## config.mk

```make
export PLATFORM = sky130hd
export DESIGN_NAME = tcb_front
export DESIGN_NICKNAME = d
export VERILOG_FILES = /design/src/rtl/core/tcb_pkg.sv /design/src/rtl/core/tcb_front.sv
export SDC_FILE = /design/constraint.sdc
export NUM_CORES = 1
export LEC_CHECK = 0
export BUFFER_PORTS_ARGS = -buffer_cell sky130_fd_sc_hd__clkbuf_2
export CAP_MARGIN = 20
export CORE_UTILIZATION = 55
export CTS_CLUSTER_SIZE = 24
export DETAILED_ROUTE_END_ITERATION = 10
export PLACE_DENSITY = 0.79
export SETUP_SLACK_MARGIN = 0.4
export SYNTH_ARGS = -nofsm -noshare
export SYNTH_HDL_FRONTEND = slang
export SYNTH_SLANG_ARGS = --single-unit
export TNS_END_PERCENT = 20
```

## constraint.sdc

```tcl
create_clock -name clk -period 7.1 [get_ports clk]
set_input_delay 1.065 -clock clk [delete_from_list [all_inputs] [get_ports clk]]
set_output_delay 1.065 -clock clk [all_outputs]
set_load 0.01 [all_outputs]
```

## src/rtl/core/tcb_pkg.sv

```systemverilog
package tcb_pkg;

	localparam int MAX_COLS = 128;
	localparam int MAX_ROWS = 32;
	localparam int CELL_BITS = 16;
	localparam int STORE_CELLS = MAX_COLS * MAX_ROWS;
	localparam int ADDR_W = $clog2(STORE_CELLS);

	localparam logic [2:0] REQ_SET = 3'd0;
	localparam logic [2:0] REQ_FILL = 3'd1;
	localparam logic [2:0] REQ_COPY = 3'd2;
	localparam logic [2:0] REQ_VSCROLL = 3'd3;
	localparam logic [2:0] REQ_HSCROLL = 3'd4;
	localparam logic [2:0] REQ_READ = 3'd5;

	localparam logic CFG_COLS = 1'b0;
	localparam logic CFG_ROWS = 1'b1;

	// one rectangle operation as handed to the back end
	typedef struct packed {
		logic              is_copy;
		logic              is_read;
		logic              last;
		logic              result;
		logic signed [11:0] x;
		logic signed [11:0] y;
		logic signed [11:0] w;
		logic signed [11:0] h;
		logic signed [11:0] dx;
		logic signed [11:0] dy;
		logic [CELL_BITS-1:0] value;
	} op_t;

endpackage

```

## src/rtl/core/tcb_front.sv

```systemverilog
module tcb_front (
	input  logic                  clk,
	input  logic                  arst_n,
	input  logic                  start,
	output logic                  busy,
	input  logic [2:0]            req_type,
	input  logic [15:0]           cell_value,
	input  logic                  whole_screen,
	input  logic signed [8:0]     rect_x,
	input  logic signed [8:0]     rect_y,
	input  logic [7:0]            rect_w,
	input  logic [7:0]            rect_h,
	input  logic signed [8:0]     dest_x,
	input  logic signed [8:0]     dest_y,
	input  logic signed [8:0]     scroll_amount,
	input  logic [8:0]            eff_cols,
	input  logic [8:0]            eff_rows,
	output logic                  op_valid,
	output tcb_pkg::op_t          op,
	input  logic                  op_ready,
	input  logic                  back_idle
);
	import tcb_pkg::*;

	op_t q_q [2];
	logic [1:0] cnt_q;
	logic rd_q;
	logic active_q;

	op_t o0, o1;
	logic [1:0] n;
	logic signed [11:0] x, y, w, h, a, s;
	logic [CELL_BITS-1:0] v;
	logic on_scr;

	always_comb begin
		x = 12'(rect_x);
		y = 12'(rect_y);
		w = 12'(rect_w);
		h = 12'(rect_h);
		on_scr = rect_x >= 0 && x < 12'(eff_cols) && rect_y >= 0 && y < 12'(eff_rows);
		if (whole_screen) begin
			x = '0;
			y = '0;
			w = 12'(eff_cols);
			h = 12'(eff_rows);
		end
		v = CELL_BITS'(cell_value);
		s = 12'(scroll_amount);
		a = s < 0 ? -s : s;
		o0 = '0;
		o1 = '0;
		o0.value = v;
		o1.value = v;
		n = 2'd1;
		unique case (req_type)
			REQ_SET, REQ_READ: begin
				o0.x = x;
				o0.y = y;
				o0.w = on_scr ? 12'sd1 : 12'sd0;
				o0.h = 12'sd1;
				o0.is_read = req_type == REQ_READ;
				o0.last = 1'b1;
				o0.result = 1'b1;
			end
			REQ_FILL: begin
				o0.x = x;
				o0.y = y;
				o0.w = w;
				o0.h = h;
				o0.last = 1'b1;
				o0.result = 1'b1;
			end
			REQ_COPY: begin
				o0.is_copy = 1'b1;
				o0.x = x;
				o0.y = y;
				o0.w = w;
				o0.h = h;
				o0.dx = 12'(dest_x);
				o0.dy = 12'(dest_y);
				o0.last = 1'b1;
				o0.result = 1'b1;
			end
			REQ_VSCROLL, REQ_HSCROLL: begin
				if (s == 0) begin
					o0.w = '0;
					o0.last = 1'b1;
					o0.result = 1'b1;
				end else begin
					n = 2'd2;
					o0.is_copy = 1'b1;
					o1.last = 1'b1;
					o1.result = 1'b1;
					o0.x = x;
					o0.y = y;
					o0.dx = x;
					o0.dy = y;
					o0.w = w;
					o0.h = h;
					o1.x = x;
					o1.y = y;
					o1.w = w;
					o1.h = h;
					if (req_type == REQ_VSCROLL) begin
						o0.h = h - a;
						o1.h = a;
						if (s > 0) o0.dy = y + a;
						else begin
							o0.y = y + a;
							o1.y = y + h - a;
						end
					end else begin
						o0.w = w - a;
						o1.w = a;
						if (s > 0) o0.dx = x + a;
						else begin
							o0.x = x + a;
							o1.x = x + w - a;
						end
					end
				end
			end
			default: begin
				o0.w = '0;
				o0.last = 1'b1;
				o0.result = 1'b1;
			end
		endcase
	end

	assign busy = active_q;
	assign op_valid = cnt_q != 2'd0 && !rd_q;
	assign op = q_q[0];

	always_ff @(posedge clk or negedge arst_n) begin
		if (!arst_n) begin
			cnt_q <= '0;
			rd_q <= 1'b0;
			active_q <= 1'b0;
		end else begin
			if (start && !active_q) begin
				active_q <= 1'b1;
				cnt_q <= n;
				rd_q <= 1'b0;
			end else if (op_valid && op_ready) begin
				cnt_q <= cnt_q - 2'd1;
				rd_q <= 1'b1;
			end else if (rd_q && back_idle) begin
				rd_q <= 1'b0;
				if (cnt_q == 2'd0) active_q <= 1'b0;
			end
		end
	end

	always_ff @(posedge clk) begin
		if (start && !active_q) begin
			q_q[0] <= o0;
			q_q[1] <= o1;
		end else if (op_valid && op_ready) begin
			q_q[0] <= q_q[1];
		end
	end

endmodule

```

==> key figures <==
Run status
  • Outcome: finished clean

GRT
  • Gr busiest metal: met2
  • Global routing met1 resource utilization: 0.422
  • Global-route met2 utilization: 0.507
  • First-pass GRT wire length: 49.2 mm
  • Vias in the first global route: 9,132
  • GRT overflow: 0
  • GRT met3 Usage: 0.0543
  • GRT Util Overall: 0.319
  • Pin count of the biggest net entering global routing: 64
  • Initial antenna violation count: 0

Floorplanning
  • Initial Utilization: 0.568
  • I/O pin cnt: around 200
  • Die Y: between 100 and 150 um
  • Row cnt: 51
  • Die area: approximately 21,000 um2
  • Die W: about 140 um
  • Core box area: between 15,000 and 20,000 um2

Clock network
  • TritonCTS buffer count: 17
  • Post-CTS Resized: 0
  • CTS sink count: 160
  • H-tree depth: 4
  • Clock root buffer: clkbuf_16
  • Max Root-Sink Buffers: 2
  • CTS tree: done
  • Hold Buf Count CTS: 0
  • Clock slew at reported path FFs: ~0.08 ns
  • Post-CTS Setup Inserts: 0
  • Skew-Pair Late Insertion Delay: ~0.46 ns

Pwr
  • VDD IR-drop max: between 0.00015 and 0.0002 V
  • Power density cells: between 200 and 300 nW/um2
  • Static leakage: ~5.7 nW

Timing
  • Post-route minimum period: 5.31 ns
  • Slew Limit Headroom: 0.190
  • Final hold violations: 0
  • Clock skew: 0.0186 ns
  • Worst Tran Pin Value: between 1 and 1.5 ns
  • Fmax: ~0.19 GHz
  • Slew Limit Fails: 0
  • Final Setup Violations: 0
  • Setup_tns: 0 ns
  • Tcrit/Tclk final: 0.748
  • RSZ-0062 raised after global routing: no
  • Worst hold margin: 0.415 ns

Cells and area
  • Filler cells: between 1,500 and 2,000
  • Final nets: about 1,500
  • Non-Filler Instances: 1,585
  • Most common cell after layout, fill and taps aside: clkbuf_2
  • Number of diodes: 0
  • Most frequent cells in the layout: clkbuf_2, edfxtp_1, inv_1, a21oi_1, nand2_1
  • Layout cells sized above 1: 0.218
  • Post-layout util: 0.667
  • Area of all placed cells without fillers: around 13,000 um2
  • Syn-to-layout area delta: 17.5%

Yosys
  • Yosys warns: 0
  • Top FF cell, synth: edfxtp_1
  • Synthesized area per cell: around 10 um2
  • Fraction of registers with async set/reset: 0.0250
  • Netlist cell types: 70
  • EDFF count, synth: 156
  • Cells after Synth: between 1,000 and 1,500
  • Synthesized flop and latch total: 160
  • Register area share after synthesis: 0.429
  • Post-Syn Area: roughly 11,000 um2

Drt
  • DRC Markers: 0
  • Routed wire length per instance: slightly above 20 um
  • DRT antenna net count: 0
  • Via count: 9,603
  • Drt pass-1 iters: 6
  • 1st-iter DRT viols: 992
  • Drt via density: ~6
  • Detailed Route WL: 32.3 mm

Worst setup path
  • Critical Path Fanout Max: 17
  • Critical setup path kind: in -> reg
  • CP startpoint kind: input pin
  • Kind of end point of the critical path: flop
  • Crit path DAT: around 5.6 ns
  • WP data required: ~7.4 ns

Placed design
  • Gpl congestion: ~0.9
  • Dpl hpwl: 23.1 mm
  • Dpl cells: 1,553
  • Area after DPL: 12,500 um2
  • Number of I/O port buffers: 197

Hold path
  • Worst hold path type: in -> async

Flow run
  • Max Cap Viol: 0
[cell usage after synthesis, types with 17 or more instances]
| library cell | count | area share |
|---|---|---|
| edfxtp_1 | 156 | 0.42 |
| ha_1 | 78 | 0.087 |
| a21o_1 | 17 | 0.011 |
| nand2b_1 | 31 | 0.017 |
| o21ai_0 | 67 | 0.030 |
| a21oi_1 | 106 | 0.048 |
| xor2_1 | 21 | 0.016 |
| inv_1 | 105 | 0.035 |
| fa_1 | 22 | 0.039 |
| nor2_1 | 79 | 0.027 |
| clkbuf_1 | 46 | 0.015 |
| o22ai_1 | 20 | 0.011 |
| xnor2_1 | 31 | 0.024 |
| mux2_2 | 19 | 0.019 |
| nand2_1 | 80 | 0.027 |
[worst max-delay path: stages]
cell and delay [ns]:
clkbuf_2 0.27, o21ai_0 0.89, inv_1 0.44, ha_1 0.40, a21o_1 0.18, maj3_1 0.39
maj3_1 0.39, a211o_1 0.32, a21boi_1 0.14, o21ai_1 0.21, o21ai_1 0.08, a2111oi_0 0.70
a21o_1 0.14
[sequential cells by signal (all words and copies together), names as in the netlist]
name	cells
busy	1
cnt_q	2
q_q	156
rd_q	1
[power breakdown]
part	internal [mW]	switching [mW]	leakage [nW]
registers	1.40	0.0805	1.54
clock network	0.485	0.486	0.303
logic	0.502	0.877	3.85
[logic make-up after synthesis]
family | share of synthesized area
buf+inv | 0.0553
other cells | 0.000673
compound gates | 0.189
mux | 0.0326
xor+xnor | 0.0433
simple gates | 0.110
flops | 0.429
fa+ha+maj | 0.140
[per-stage QoR]
stage | power, mW | setup WS (ns)
6_report | 3.83 | 1.79
4_1_cts | 3.83 | 1.87
2_1_floorplan | 2.38 | 1.12
3_3_place_gp | 2.84 | 1.57
5_1_grt | 4.03 | 1.58
3_5_place_dp | 2.87 | 1.43
[final cells by class]
cell class	count	area (um2)	area share
multi-input cells	804	5840	0.445
flip-flops and latches	160	4780	0.365
repair buffers	213	1110	0.0844
clock buffers	17	425	0.0325
inverters	111	419	0.0320
well taps	265	332	0.0253
clock inverters	15	206	0.0157
[metal layers]
layer	part of all wire	up-vias
met1	0.41	4526
li1	-	4437
met2	0.46	543
met5	0	-
met3	0.083	97
met4	0.038	0
[final timing paths]
kind	from	to	slack, ns	cells after the start
worst min register to register	q_q[1][48]	q_q[0][48]	0.52	2
worst min-delay path	arst_n	rd_q	0.42	1
worst max-delay path	scroll_amount[8]	q_q[0][49]	1.79	13
min in group clk	q_q[1][48]	q_q[0][48]	0.52	2
worst max register to register	cnt_q[0]	q_q[0][58]	3.87	10
max in group asynchronous	arst_n	cnt_q[0]	6.55	1
Power figures use the tool's default switching activity.
